--- src/design/odo_pkg.sv ---
package odo_pkg;

  typedef enum logic [3:0] {
    ST_IDLE,
    ST_MUL_V1,
    ST_MUL_V2,
    ST_DIV_V,
    ST_MUL_W1,
    ST_MUL_W2,
    ST_DIV_W,
    ST_MUL_D,
    ST_DIV_D,
    ST_CORDIC,
    ST_MUL_X,
    ST_MUL_Y,
    ST_MUL_H1,
    ST_DIV_H,
    ST_MUL_H2,
    ST_DONE
  } state_e;

  localparam logic [1:0] CFG_RADIUS = 2'd0;
  localparam logic [1:0] CFG_TRACK  = 2'd1;
  localparam logic [1:0] CFG_TURN   = 2'd2;

  localparam logic [15:0] RADIUS_RST = 16'd10813;
  localparam logic [19:0] TRACK_RST  = 20'd40632;
  localparam logic [17:0] TURN_RST   = 18'd23452;

  localparam logic signed [33:0] PI_Q28      = 34'sd843314857;
  localparam logic signed [33:0] HALF_PI_Q28 = 34'sd421657428;
  localparam logic signed [33:0] TWO_PI_Q28  = 34'sd1686629713;
  localparam logic signed [47:0] TWO_PI_H    = 48'sd1686629713;
  localparam logic signed [33:0] GAIN_Q30    = 34'sd652032874;
  localparam logic [31:0]        PI_MUL      = 32'd843314857;

  localparam logic [36:0] DIV_SPEED = 37'd16106127360;
  localparam logic [36:0] DIV_USEC  = 37'd1000000;

  function automatic logic [27:0] atan_q28(input logic [4:0] idx);
    logic [27:0] r;
    case (idx)
      5'd0:  r = 28'd210828714;
      5'd1:  r = 28'd124459457;
      5'd2:  r = 28'd65760959;
      5'd3:  r = 28'd33381290;
      5'd4:  r = 28'd16755422;
      5'd5:  r = 28'd8385879;
      5'd6:  r = 28'd4193963;
      5'd7:  r = 28'd2097109;
      5'd8:  r = 28'd1048571;
      5'd9:  r = 28'd524287;
      5'd10: r = 28'd262144;
      5'd11: r = 28'd131072;
      5'd12: r = 28'd65536;
      5'd13: r = 28'd32768;
      5'd14: r = 28'd16384;
      5'd15: r = 28'd8192;
      5'd16: r = 28'd4096;
      5'd17: r = 28'd2048;
      5'd18: r = 28'd1024;
      5'd19: r = 28'd512;
      5'd20: r = 28'd256;
      5'd21: r = 28'd128;
      5'd22: r = 28'd64;
      5'd23: r = 28'd32;
      5'd24: r = 28'd16;
      5'd25: r = 28'd8;
      5'd26: r = 28'd4;
      5'd27: r = 28'd2;
      5'd28: r = 28'd1;
      default: r = 28'd0;
    endcase
    return r;
  endfunction

  function automatic logic signed [31:0] sat32(input logic signed [47:0] v);
    logic signed [31:0] r;
    if (v > 48'sd2147483647) r = 32'sh7fffffff;
    else if (v < -48'sd2147483648) r = 32'sh80000000;
    else r = v[31:0];
    return r;
  endfunction

endpackage

--- src/design/diff_drive_odometry.sv ---
// Differential-drive odometry. Each request carries left and right wheel RPM and the
// elapsed time in microseconds; the block returns one result with the updated pose
// (x, y in Q15.16, heading in Q3.28), the linear speed, the yaw rate and a stationary
// flag. One item at a time is processed by a single bit-serial shift-add multiplier,
// a restoring divider and an iterative CORDIC unit that runs CORDIC_STEPS iterations.
// A multiply lasts longer the more significant bits its multiplier operand has, so the
// time from accepting a request to loading its result depends on operand values and on
// any wait for a stalled result. A new request is taken while the previous result still
// waits.
module diff_drive_odometry import odo_pkg::*; #(
  parameter int CORDIC_STEPS = 20
) (
  input  logic               clk_i,
  input  logic               rst_ni,
  input  logic               cfg_we_i,
  input  logic [1:0]         cfg_idx_i,
  input  logic [19:0]        cfg_data_i,
  input  logic               in_valid_i,
  output logic               in_stall_o,
  input  logic signed [15:0] rpm_left_i,
  input  logic signed [15:0] rpm_right_i,
  input  logic [19:0]        time_step_us_i,
  output logic               out_valid_o,
  input  logic               out_stall_i,
  output logic signed [31:0] pos_x_o,
  output logic signed [31:0] pos_y_o,
  output logic signed [31:0] heading_o,
  output logic signed [31:0] linear_speed_o,
  output logic signed [31:0] yaw_rate_o,
  output logic               stationary_o
);

  localparam int CiW = $clog2(CORDIC_STEPS);

  state_e state_q, state_d;
  logic run_q, run_d;
  logic out_valid_q, out_valid_d, load_out;

  logic [15:0] radius_q;
  logic [19:0] track_q;
  logic [17:0] turn_q;
  logic signed [31:0] x_q, y_q, hd_q;

  logic        sum_neg_q, diff_neg_q, stat_q;
  logic [16:0] absum_q, abdiff_q;
  logic [19:0] dt_q;
  logic [27:0] vmag_q;
  logic [31:0] wmag_q;
  logic [28:0] dist_q;
  logic [63:0] t_q;
  logic signed [33:0] cos_q, sin_q;

  logic [63:0] ma_q, macc_q;
  logic [31:0] mb_q;
  logic [63:0] dn_q;
  logic [36:0] dr_q, dd_q;
  logic [5:0]  dcnt_q;
  logic signed [33:0] cx_q, cy_q, cz_q;
  logic [CiW-1:0] ci_q;
  logic flip_q;

  logic is_mul, is_div, is_cor, unit_done;
  logic [63:0] op_a, op_n;
  logic [31:0] op_b;
  logic [36:0] op_d;
  logic [24:0] trk30;

  logic signed [16:0] sum_in, diff_in;
  logic [37:0] rem_sh;
  logic        div_ge;
  logic [36:0] dr_n;
  logic [63:0] q_n;
  logic [31:0] wlim, wsat;

  logic signed [33:0] ang0, ang1, ang2, ang3;
  logic               flip_n;
  logic signed [33:0] xs, ys, cx_n, cy_n, cz_n, atan_s;
  logic [31:0] cmag, smag;

  logic [33:0] dmag;
  logic signed [47:0] d48, upd_base, upd_sum;
  logic        upd_neg;
  logic [45:0] stp;
  logic signed [47:0] st48, h0, h1, h2;
  logic signed [31:0] y_sel;

  assign sum_in  = 17'(rpm_left_i) + 17'(rpm_right_i);
  assign diff_in = 17'(rpm_right_i) - 17'(rpm_left_i);
  assign trk30   = 25'({track_q, 5'b0}) - 25'({track_q, 1'b0});

  always_comb begin
    state_d = state_q;
    unique case (state_q)
      ST_IDLE:   if (in_valid_i) state_d = ST_MUL_V1;
      ST_MUL_V1: if (unit_done) state_d = ST_MUL_V2;
      ST_MUL_V2: if (unit_done) state_d = ST_DIV_V;
      ST_DIV_V:  if (unit_done) state_d = ST_MUL_W1;
      ST_MUL_W1: if (unit_done) state_d = ST_MUL_W2;
      ST_MUL_W2: if (unit_done) state_d = ST_DIV_W;
      ST_DIV_W:  if (unit_done) state_d = ST_MUL_D;
      ST_MUL_D:  if (unit_done) state_d = ST_DIV_D;
      ST_DIV_D:  if (unit_done) state_d = ST_CORDIC;
      ST_CORDIC: if (unit_done) state_d = ST_MUL_X;
      ST_MUL_X:  if (unit_done) state_d = ST_MUL_Y;
      ST_MUL_Y:  if (unit_done) state_d = ST_MUL_H1;
      ST_MUL_H1: if (unit_done) state_d = ST_DIV_H;
      ST_DIV_H:  if (unit_done) state_d = ST_MUL_H2;
      ST_MUL_H2: if (unit_done) state_d = ST_DONE;
      ST_DONE:   if (load_out) state_d = ST_IDLE;
      default:   state_d = ST_IDLE;
    endcase
  end

  always_comb begin
    is_mul = 1'b0;
    is_div = 1'b0;
    is_cor = 1'b0;
    op_a   = '0;
    op_b   = '0;
    op_n   = '0;
    op_d   = '0;
    unique case (state_q)
      ST_MUL_V1: begin is_mul = 1'b1; op_a = 64'(absum_q);  op_b = 32'(radius_q); end
      ST_MUL_V2: begin is_mul = 1'b1; op_a = t_q;           op_b = PI_MUL; end
      ST_DIV_V:  begin is_div = 1'b1; op_n = t_q;           op_d = DIV_SPEED; end
      ST_MUL_W1: begin is_mul = 1'b1; op_a = 64'(abdiff_q); op_b = 32'(radius_q); end
      ST_MUL_W2: begin is_mul = 1'b1; op_a = t_q;           op_b = PI_MUL; end
      ST_DIV_W:  begin is_div = 1'b1; op_n = t_q;           op_d = {trk30, 12'b0}; end
      ST_MUL_D:  begin is_mul = 1'b1; op_a = 64'(vmag_q);   op_b = 32'(dt_q); end
      ST_DIV_D:  begin is_div = 1'b1; op_n = t_q;           op_d = DIV_USEC; end
      ST_CORDIC: is_cor = 1'b1;
      ST_MUL_X:  begin is_mul = 1'b1; op_a = 64'(dist_q);   op_b = cmag; end
      ST_MUL_Y:  begin is_mul = 1'b1; op_a = 64'(dist_q);   op_b = smag; end
      ST_MUL_H1: begin is_mul = 1'b1; op_a = 64'(wmag_q);   op_b = 32'(dt_q); end
      ST_DIV_H:  begin is_div = 1'b1; op_n = {t_q[51:0], 12'b0}; op_d = DIV_USEC; end
      ST_MUL_H2: begin is_mul = 1'b1; op_a = t_q;           op_b = 32'(turn_q); end
      default: ;
    endcase
    unit_done = run_q && ((is_mul && (mb_q == '0)) ||
                          (is_div && (dcnt_q == 6'd63)) ||
                          (is_cor && (ci_q == CiW'(CORDIC_STEPS - 1))));
    if (is_mul || is_div || is_cor) run_d = !run_q || !unit_done;
    else run_d = 1'b0;
    in_stall_o  = (state_q != ST_IDLE);
    load_out    = (state_q == ST_DONE) && (!out_valid_q || !out_stall_i);
    out_valid_d = load_out || (out_valid_q && out_stall_i);
  end

  always_comb begin
    rem_sh = {dr_q, dn_q[63]};
    div_ge = rem_sh >= {1'b0, dd_q};
    dr_n   = div_ge ? 37'(rem_sh - {1'b0, dd_q}) : rem_sh[36:0];
    q_n    = {dn_q[62:0], div_ge};
    wlim   = diff_neg_q ? 32'h8000_0000 : 32'h7fff_ffff;
    if (track_q == '0) wsat = '0;
    else if (q_n > 64'(wlim)) wsat = wlim;
    else wsat = q_n[31:0];

    ang0 = 34'(hd_q);
    ang1 = (ang0 > PI_Q28) ? ang0 - TWO_PI_Q28 : ang0;
    ang2 = (ang1 < -PI_Q28) ? ang1 + TWO_PI_Q28 : ang1;
    flip_n = 1'b1;
    if (ang2 > HALF_PI_Q28) ang3 = ang2 - PI_Q28;
    else if (ang2 < -HALF_PI_Q28) ang3 = ang2 + PI_Q28;
    else begin
      ang3   = ang2;
      flip_n = 1'b0;
    end

    xs     = cx_q >>> ci_q;
    ys     = cy_q >>> ci_q;
    atan_s = $signed({6'b0, atan_q28(5'(ci_q))});
    if (!cz_q[33]) begin
      cx_n = cx_q - ys;
      cy_n = cy_q + xs;
      cz_n = cz_q - atan_s;
    end else begin
      cx_n = cx_q + ys;
      cy_n = cy_q - xs;
      cz_n = cz_q + atan_s;
    end
    cmag = 32'(cos_q[33] ? -cos_q : cos_q);
    smag = 32'(sin_q[33] ? -sin_q : sin_q);

    dmag     = 34'((macc_q + 64'h2000_0000) >> 30);
    d48      = $signed({14'b0, dmag});
    upd_neg  = sum_neg_q ^ ((state_q == ST_MUL_X) ? cos_q[33] : sin_q[33]);
    y_sel    = (state_q == ST_MUL_X) ? x_q : y_q;
    upd_base = 48'(y_sel);
    upd_sum  = upd_base + (upd_neg ? -d48 : d48);

    stp  = 46'((macc_q + 64'h8000) >> 16);
    st48 = $signed({2'b0, stp});
    h0   = 48'(hd_q) + (diff_neg_q ? -st48 : st48);
    h1   = (h0 >= TWO_PI_H) ? h0 - TWO_PI_H : h0;
    h2   = (h1 <= -TWO_PI_H) ? h1 + TWO_PI_H : h1;
  end

  always_ff @(posedge clk_i or negedge rst_ni) begin
    if (!rst_ni) begin
      state_q     <= ST_IDLE;
      run_q       <= 1'b0;
      out_valid_q <= 1'b0;
      radius_q    <= RADIUS_RST;
      track_q     <= TRACK_RST;
      turn_q      <= TURN_RST;
      x_q         <= '0;
      y_q         <= '0;
      hd_q        <= '0;
    end else begin
      state_q     <= state_d;
      run_q       <= run_d;
      out_valid_q <= out_valid_d;
      if (cfg_we_i) begin
        case (cfg_idx_i)
          CFG_RADIUS: radius_q <= cfg_data_i[15:0];
          CFG_TRACK:  track_q  <= cfg_data_i;
          CFG_TURN:   turn_q   <= cfg_data_i[17:0];
          default: ;
        endcase
      end
      if (unit_done) begin
        case (state_q)
          ST_MUL_X:  x_q  <= sat32(upd_sum);
          ST_MUL_Y:  y_q  <= sat32(upd_sum);
          ST_MUL_H2: hd_q <= sat32(h2);
          default: ;
        endcase
      end
    end
  end

  always_ff @(posedge clk_i) begin
    if (state_q == ST_IDLE && in_valid_i) begin
      sum_neg_q  <= sum_in[16];
      diff_neg_q <= diff_in[16];
      absum_q    <= 17'(sum_in[16] ? -sum_in : sum_in);
      abdiff_q   <= 17'(diff_in[16] ? -diff_in : diff_in);
      dt_q       <= time_step_us_i;
      stat_q     <= (rpm_left_i == '0) && (rpm_right_i == '0);
    end
    if (is_mul) begin
      if (!run_q) begin
        ma_q   <= op_a;
        mb_q   <= op_b;
        macc_q <= '0;
      end else if (mb_q == '0) begin
        t_q <= macc_q;
      end else begin
        if (mb_q[0]) macc_q <= macc_q + ma_q;
        ma_q <= {ma_q[62:0], 1'b0};
        mb_q <= {1'b0, mb_q[31:1]};
      end
    end
    if (is_div) begin
      if (!run_q) begin
        dn_q   <= op_n + 64'(op_d >> 1);
        dr_q   <= '0;
        dd_q   <= op_d;
        dcnt_q <= '0;
      end else begin
        dn_q   <= q_n;
        dr_q   <= dr_n;
        dcnt_q <= dcnt_q + 6'd1;
        if (dcnt_q == 6'd63) begin
          t_q <= q_n;
          case (state_q)
            ST_DIV_V: vmag_q <= q_n[27:0];
            ST_DIV_W: wmag_q <= wsat;
            ST_DIV_D: dist_q <= q_n[28:0];
            default: ;
          endcase
        end
      end
    end
    if (is_cor) begin
      if (!run_q) begin
        cx_q   <= GAIN_Q30;
        cy_q   <= '0;
        cz_q   <= ang3;
        flip_q <= flip_n;
        ci_q   <= '0;
      end else begin
        cx_q <= cx_n;
        cy_q <= cy_n;
        cz_q <= cz_n;
        ci_q <= ci_q + CiW'(1);
        if (ci_q == CiW'(CORDIC_STEPS - 1)) begin
          cos_q <= flip_q ? -cx_n : cx_n;
          sin_q <= flip_q ? -cy_n : cy_n;
        end
      end
    end
    if (load_out) begin
      pos_x_o        <= x_q;
      pos_y_o        <= y_q;
      heading_o      <= hd_q;
      linear_speed_o <= sum_neg_q ? -$signed({4'b0, vmag_q}) : $signed({4'b0, vmag_q});
      yaw_rate_o     <= diff_neg_q ? 32'(32'd0 - wmag_q) : $signed(wmag_q);
      stationary_o   <= stat_q;
    end
  end

  assign out_valid_o = out_valid_q;

  a_idle_no_run: assert property (@(posedge clk_i) disable iff (!rst_ni)
    (state_q == ST_IDLE) |-> !run_q)
    else $error("arithmetic unit running while idle");

  a_accept_starts: assert property (@(posedge clk_i) disable iff (!rst_ni)
    (in_valid_i && !in_stall_o) |=> (state_q == ST_MUL_V1))
    else $error("accepted request did not start processing");

  a_out_from_done: assert property (@(posedge clk_i) disable iff (!rst_ni)
    $rose(out_valid_o) |-> ($past(state_q) == ST_DONE))
    else $error("result presented without finishing an item");

endmodule
--- config.mk ---
export PLATFORM = sky130hd
export DESIGN_NAME = diff_drive_odometry
export DESIGN_NICKNAME = d
export VERILOG_FILES = /design/src/design/odo_pkg.sv /design/src/design/diff_drive_odometry.sv
export SDC_FILE = /design/constraint.sdc
export NUM_CORES = 2
export LEC_CHECK = 0
export BUFFER_PORTS_ARGS = -buffer_cell sky130_fd_sc_hd__buf_2
export CORE_ASPECT_RATIO = 0.9
export CORE_MARGIN = 8
export CORE_UTILIZATION = 33
export CTS_CLUSTER_SIZE = 25
export DETAILED_ROUTE_END_ITERATION = 10
export RECOVER_POWER = 25
export SYNTH_ARGS = -nofsm -noshare
export SYNTH_HDL_FRONTEND = slang
export SYNTH_SLANG_ARGS = --single-unit
export TNS_END_PERCENT = 30
--- constraint.sdc ---
create_clock -name clk_i -period 9.83 [get_ports clk_i]
set_clock_uncertainty 0.05 [all_clocks]
set_input_delay 0.4915 -clock clk_i [delete_from_list [all_inputs] [get_ports clk_i]]
set_output_delay 0.4915 -clock clk_i [all_outputs]
set_load 0.05 [all_outputs]
; ---- Word-level counts from Yosys, hierarchy flattened
; Memory sizes are Yosys's and may differ from the RTL's. A register that Yosys moved wholly into a read port is not among the register bits.
; Cells that the tools add are included.
[word_totals]
reg_bits = 1007
romBits = 896
inputBits = 79
out_inout_bits = 163
word_cells = 250
memories = 1
[op_classes]
addsub = 34
order_cmp = 12
eq_ne = 37
n_shift = 2
n_mux = 70
bitwise_logic = 2
n_reduce_logical = 50
[mem_list]
columns = name, words, width, read_ports, rd_clocked_by_memory_dff, wr, line_no
row1 = (no name shown), 32, 28, 1, 1, 0, odo_pkg.sv:42  ; case (idx)
[ops]
columns = operator, count
row1 = $mux W64, 11
row2 = $mux W32, 12
row3 = $pmux W64 S6, 1
row4 = $mux W34, 10
row5 = $mux W48, 4
row6 = $pmux W32 S6, 1
row7 = $pmux W64 S2, 1
row8 = $pmux W37 S3, 1
row9 = $add A32 B48 Y48, 2
row10 = $gt A48 B32 Y1 const B, 2
row11 = $lt A48 B32 Y1 const B, 2
row12 = $add A34 B34 Y34, 2
row13 = $neg A34 Y34, 2
row14 = $sshr A34 B5 Y34, 2
row15 = $sub A34 B34 Y34, 2
row16 = $add A64 B30 Y64 const B, 1
row17 = $add A64 B36 Y64, 1
row18 = $add A64 B64 Y64, 1
row19 = $gt A64 B32 Y1, 1
row20 = $mux W4, 16
row21 = $neg A32 Y32, 2
row22 = $pmux W4 S16, 1
row23 = $add A62 B16 Y62 const B, 1
row24 = $add A48 B32 Y48 const B, 1
row25 = 59 further kinds, 127

; ---- Longest topological paths before layout
[logic_depth]
word_depth = 11
ltp_mapped = 46
ltp_nobuf = 43

; ---- Worst setup path before layout
; No wires, ideal clock.
[synth_path]
kind = register -> register
from = register state_q[0]
to = register heading_o[0] (enable)
setup_ns = 0.736
arrival_time_ns = 8.855
t_required_ns = 9.044
slack_ns = 0.190
path_stages_with_launch = 5
n_path_buf = 2
period_less_slack_ns = 9.640
path_cell_list = dfrtp_1 > clkbuf_1 > clkbuf_1 > nand4_1 > a21oi_1
[synth_between]
elab_chain_len = 2
[synth_lines]
columns = element, line_no
row1 = "start, declared", diff_drive_odometry.sv:35  ; state_e state_q, state_d;
row2 = "start signal, assigned", diff_drive_odometry.sv:211  ; state_q <= state_d;
row3 = $eq A4 B4 Y1, diff_drive_odometry.sv:145  ; load_out = (state_q == ST_DONE) && (!out_valid_q || !out_stall_i);
row4 = $logic_and A1 B1 Y1, diff_drive_odometry.sv:145
row5 = via load_out, diff_drive_odometry.sv:37  ; logic out_valid_q, out_valid_d, load_out;
row6 = "end signal, assigned", diff_drive_odometry.sv:297  ; heading_o <= hd_q;
row7 = "end, declared", diff_drive_odometry.sv:27  ; output logic signed [31:0] heading_o,
; The timed path passes the listed nets, and every way through them passes these cells.
; A chain may end at the register's enable or synchronous reset.

; ---- Worst setup path after layout
[layout_path]
from = register macc_q[16]
to = register hd_q[29]
[layout_between]
elab_chain_len = 11
elab_cells_between_ends = 14
classes_between = add/sub: 5 / order compare: 4 / mux: 5
[layout_lines]
columns = element, line_no
row1 = "start, declared", diff_drive_odometry.sv:53  ; logic [63:0] ma_q, macc_q;
row2 = "start signal, assigned", diff_drive_odometry.sv:250  ; if (mb_q[0]) macc_q <= macc_q + ma_q;
row3 = $add A62 B16 Y62 (*), diff_drive_odometry.sv:192  ; stp = 46'((macc_q + 64'h8000) >> 16);
row4 = $neg A46 Y48, diff_drive_odometry.sv:194  ; h0 = 48'(hd_q) + (diff_neg_q ? -st48 : st48);
row5 = $mux W48 (*), diff_drive_odometry.sv:194
row6 = $add A32 B48 Y48 (*), diff_drive_odometry.sv:194
row7 = $sub A48 B32 Y48 or $ge A48 B32 Y1 (tied branches), diff_drive_odometry.sv:195  ; h1 = (h0 >= TWO_PI_H) ? h0 - TWO_PI_H : h0;
row8 = $mux W48 (*), diff_drive_odometry.sv:195
row9 = $add A48 B32 Y48 or $le A48 B32 Y1 (tied branches), diff_drive_odometry.sv:196  ; h2 = (h1 <= -TWO_PI_H) ? h1 + TWO_PI_H : h1;
row10 = $mux W48 (*), diff_drive_odometry.sv:196
row11 = $lt A48 B32 Y1, odo_pkg.sv:80  ; else if (v < -48'sd2147483648) r = 32'sh80000000;
row12 = $mux W32, odo_pkg.sv:80
row13 = $mux W32 (*), odo_pkg.sv:79  ; if (v > 48'sd2147483647) r = 32'sh7fffffff;
row14 = "end signal, assigned", diff_drive_odometry.sv:226  ; ST_MUL_H2: hd_q <= sat32(h2);
row15 = "end, declared", diff_drive_odometry.sv:42  ; logic signed [31:0] x_q, y_q, hd_q;
; Every way passes the cells marked *; elsewhere a longest branch is shown, timed or not.

==> results.py <==
metrics = {
    "timing": {
        "min_period_ns": 9.430,
        "slew_headroom": -3.364,
        "setup_viol": 0,
        "hold_ws_ns": 0.06541,
        "worst_slack_ns": 0.4003,
        "slew_violations": 353,
        "fmax_ghz": 0.1060,
        "worstMarginPinSlew_ns": 6.546,
        "hold_violations": 0,
        "fin_crit_sh": 0.9593,
    },
    "synth": {
        "synth_cells": 8969,
        "async_reset_ff_frac": 0.1529,
        "yosysSeqAreaShare": 0.3637,
        "synth_top_area_cell": "edfxtp_1",
        "synth_area_leaders": "edfxtp_1, xnor2_1, ha_1",
        "yosysMostFrequentCell": "nand2_1",
        "synth_top_area_frac": 0.2911,
        "ys_top_cells_by_count": "nand2_1, nor2_1, edfxtp_1",
        "synth_edf_count": 772,
        "synth-seq-cells": 1020,
        "syn-num-nets": 9481,
        "syn-cell-area_um2": 79630,
        "synth_ff_type": "edfxtp_1",
        "synth.distinct_cells": 125,
        "synth_warnings": 0,
        "avgSynthCellArea_um2": 8.878,
    },
    "global_routing": {
        "grt_antenna_before_repair": 12,
        "grt_pass1_wl_um": 403100,
        "grt_pass1_vias": 67770,
        "grt_start_max_net_pins": 98,
        "gr-usage-met3": 0.02709,
        "busiest_layer": "met2",
        "grt_use_met1": 0.2722,
        "grt_usage": 0.1948,
        "gr-total-overflow": 0,
        "grt_use_met2": 0.3144,
    },
    "worst_setup_path": {
        "cp.arrival_ns": 10.01,
        "cp_slowest_cell": "a2111o_1",
        "worstPathRequired_ns": 10.41,
        "end_kind": "register",
        "cpPeakStageDelay_ns": 0.52,
        "crit_path_max_fanout": 22,
        "critical_path_class": "reg -> reg",
        "worst_setup_path_start_kind": "register",
    },
    "flow_run": {
        "drv_cap": 6,
    },
    "floorplan": {
        "core_um2": 240700,
        "start_util": 0.3308,
        "die_x_um": 533.8,
        "fp.dieArea_um2": 257300,
        "rows": 171,
        "num_io_pins": 242,
        "die_h_um": 482.0,
    },
    "clock_network": {
        "cts_made_buffers": 118,
        "clk_pin_slew_worst_paths_ns": 0.06,
        "clock_path_buffers": 3,
        "cts_tree": "done",
        "cts_num_sinks": 1020,
        "clkLatencyLatePin_ns": 0.81,
        "cts-htree-levels": 3,
        "cts-root-buf": "clkbuf_16",
    },
    "routing": {
        "ant_nets": 0,
        "viasPerCell": 5.618,
        "dr.pass1.iters": 6,
        "wl_um": 263100,
        "wl_per_cell_um": 20.96,
        "drc_errors": 0,
        "drtIter0Drc": 6746,
        "vias": 70510,
    },
    "pwr": {
        "peakVddDrop_uv": 188.0,
        "p_switching_w": 0.01303,
        "powerDensity_nw_per_um2": 314.3,
        "leakage_nw": 34.79,
        "internal_power_w": 0.01534,
        "p_total_w": 0.02837,
        "switching_share": 0.4594,
        "clkPwrFrac": 0.162,
        "pwr-share-comb": 0.562,
        "seqPwrFrac": 0.277,
    },
    "cells_and_area": {
        "multi_input_area_um2": 48330,
        "final_util": 0.3750,
        "area_delta_synth_final_pct": 13.36,
        "n_fill_cell": 24280,
        "final_layout_size_suffix_gt1_frac": 0.09949,
        "fin_nets": 9754,
        "final-seq-area_um2": 28960,
    },
    "place": {
        "io_buffers": 241,
        "place_ws_ns": -0.6032,
        "place.gp.congestion": 0.9190,
        "hpwl_um": 201400,
    },
    "worst_hold_path": {
        "hold_path_class": "in -> reg",
    },
    "outcome": {
        "violations": "max-capacitance violations, max-slew violations",
        "status": "finished with violations",
    },
}
[cells in the final DEF (no fill, tap or decap), types with 202 or more instances in the layout]
| master | instances |
|---|---|
| nand2_1 | 1046 |
| nor2_1 | 795 |
| edfxtp_1 | 772 |
| a21oi_1 | 656 |
| xnor2_1 | 629 |
| o21ai_0 | 580 |
| ha_1 | 421 |
| xor2_1 | 322 |
| inv_1 | 279 |
| buf_4 | 269 |
| clkbuf_1 | 219 |
| nand3_1 | 202 |
[worst paths after layout]
kind / from / to / slack (ns) / cells after the start
max in group asynchronous: rst_ni / hd_q[11] / 3.38 / 2
min in group asynchronous: rst_ni / y_q[31] / 2.67 / 2
worst max register to register: macc_q[16] / hd_q[29] / 0.40 / 40
worst min-delay path: rpm_right_i[7] / stat_q / 0.07 / 4
worst max-delay path: macc_q[16] / hd_q[29] / 0.40 / 40
worst min register to register: stat_q / stationary_o / 0.38 / 0
[final cells by class]
type / count / share of cell area
repair buffers: 591 / 0.04210
well taps: 3200 / 0.04436
clock buffers: 157 / 0.03639
inverters: 286 / 0.01198
diodes: 2 / 0.00005545
clock inverters: 69 / 0.008788
flip-flops and latches: 1020 / 0.3208
repair inverters: 1 / 0.00008317
multi-input cells: 7224 / 0.5354
[per-stage QoR]
stage,TNS [ns],cell area [um^2],std cells
detailed placement,-0.9758,85400,12240
global placement,-1.006,85400,12240
floorplan,0,79630,8969
finish,0,90260,12550
global route,-5.450,90260,12550
CTS,0,89980,12520
[kinds of logic after synthesis]
logic type | share of synthesized area
flops | 0.3637
simple gates | 0.1876
compound gates | 0.1972
xor+xnor | 0.1069
mux | 0.04021
buf+inv | 0.03562
fa+ha+maj | 0.06879
[worst max-delay path, delay by kind of cell (launching register included)]
kind	cells	cell delay, ns
simple gates	13	2.46
buf+inv	7	1.15
compound gates	14	3.64
xor+xnor	2	0.37
mux	2	0.61
fa+ha+maj	2	0.51
flops	1	0.44
[per-layer routing]
layer / share of wire / vias to the layer above / wire, um
li1: - / 33380 / -
met1: 0.45 / 34320 / 118300
met2: 0.45 / 2449 / 118300
met3: 0.071 / 361 / 18630
met4: 0.030 / 0 / 7841
met5: 0 / - / 0
[power by group through the flow]
stage,registers (W),logic (W),clock network [W]
final,0.00785,0.0159,0.00458
after global routing,0.00797,0.0176,0.00484
after CTS,0.00783,0.0157,0.00467
after detailed placement,0.00791,0.0155,0
after global placement,0.00788,0.0153,0
after floorplan,0.00765,0.0111,0
[registers in the layout, summed over array words and instances, names as in the netlist, 33 cells and up]
register,count
macc_q,64
sin_q,33
dr_q,37
cy_q,34
t_q,64
ma_q,64
dn_q,64
cos_q,33
cz_q,34
cx_q,34
[what timing repair did]
item                                   4_1_cts  5_1_grt
pin swaps                                    2       28
setup endpoints to repair                   34       35
gates resized for setup                      5       76
hold buffers                                44        0
gates cloned                                 0        4
endpoints found under the hold margin      173        0
buffers inserted                             6       26
Note: power is estimated with default switching activity, not from simulation.
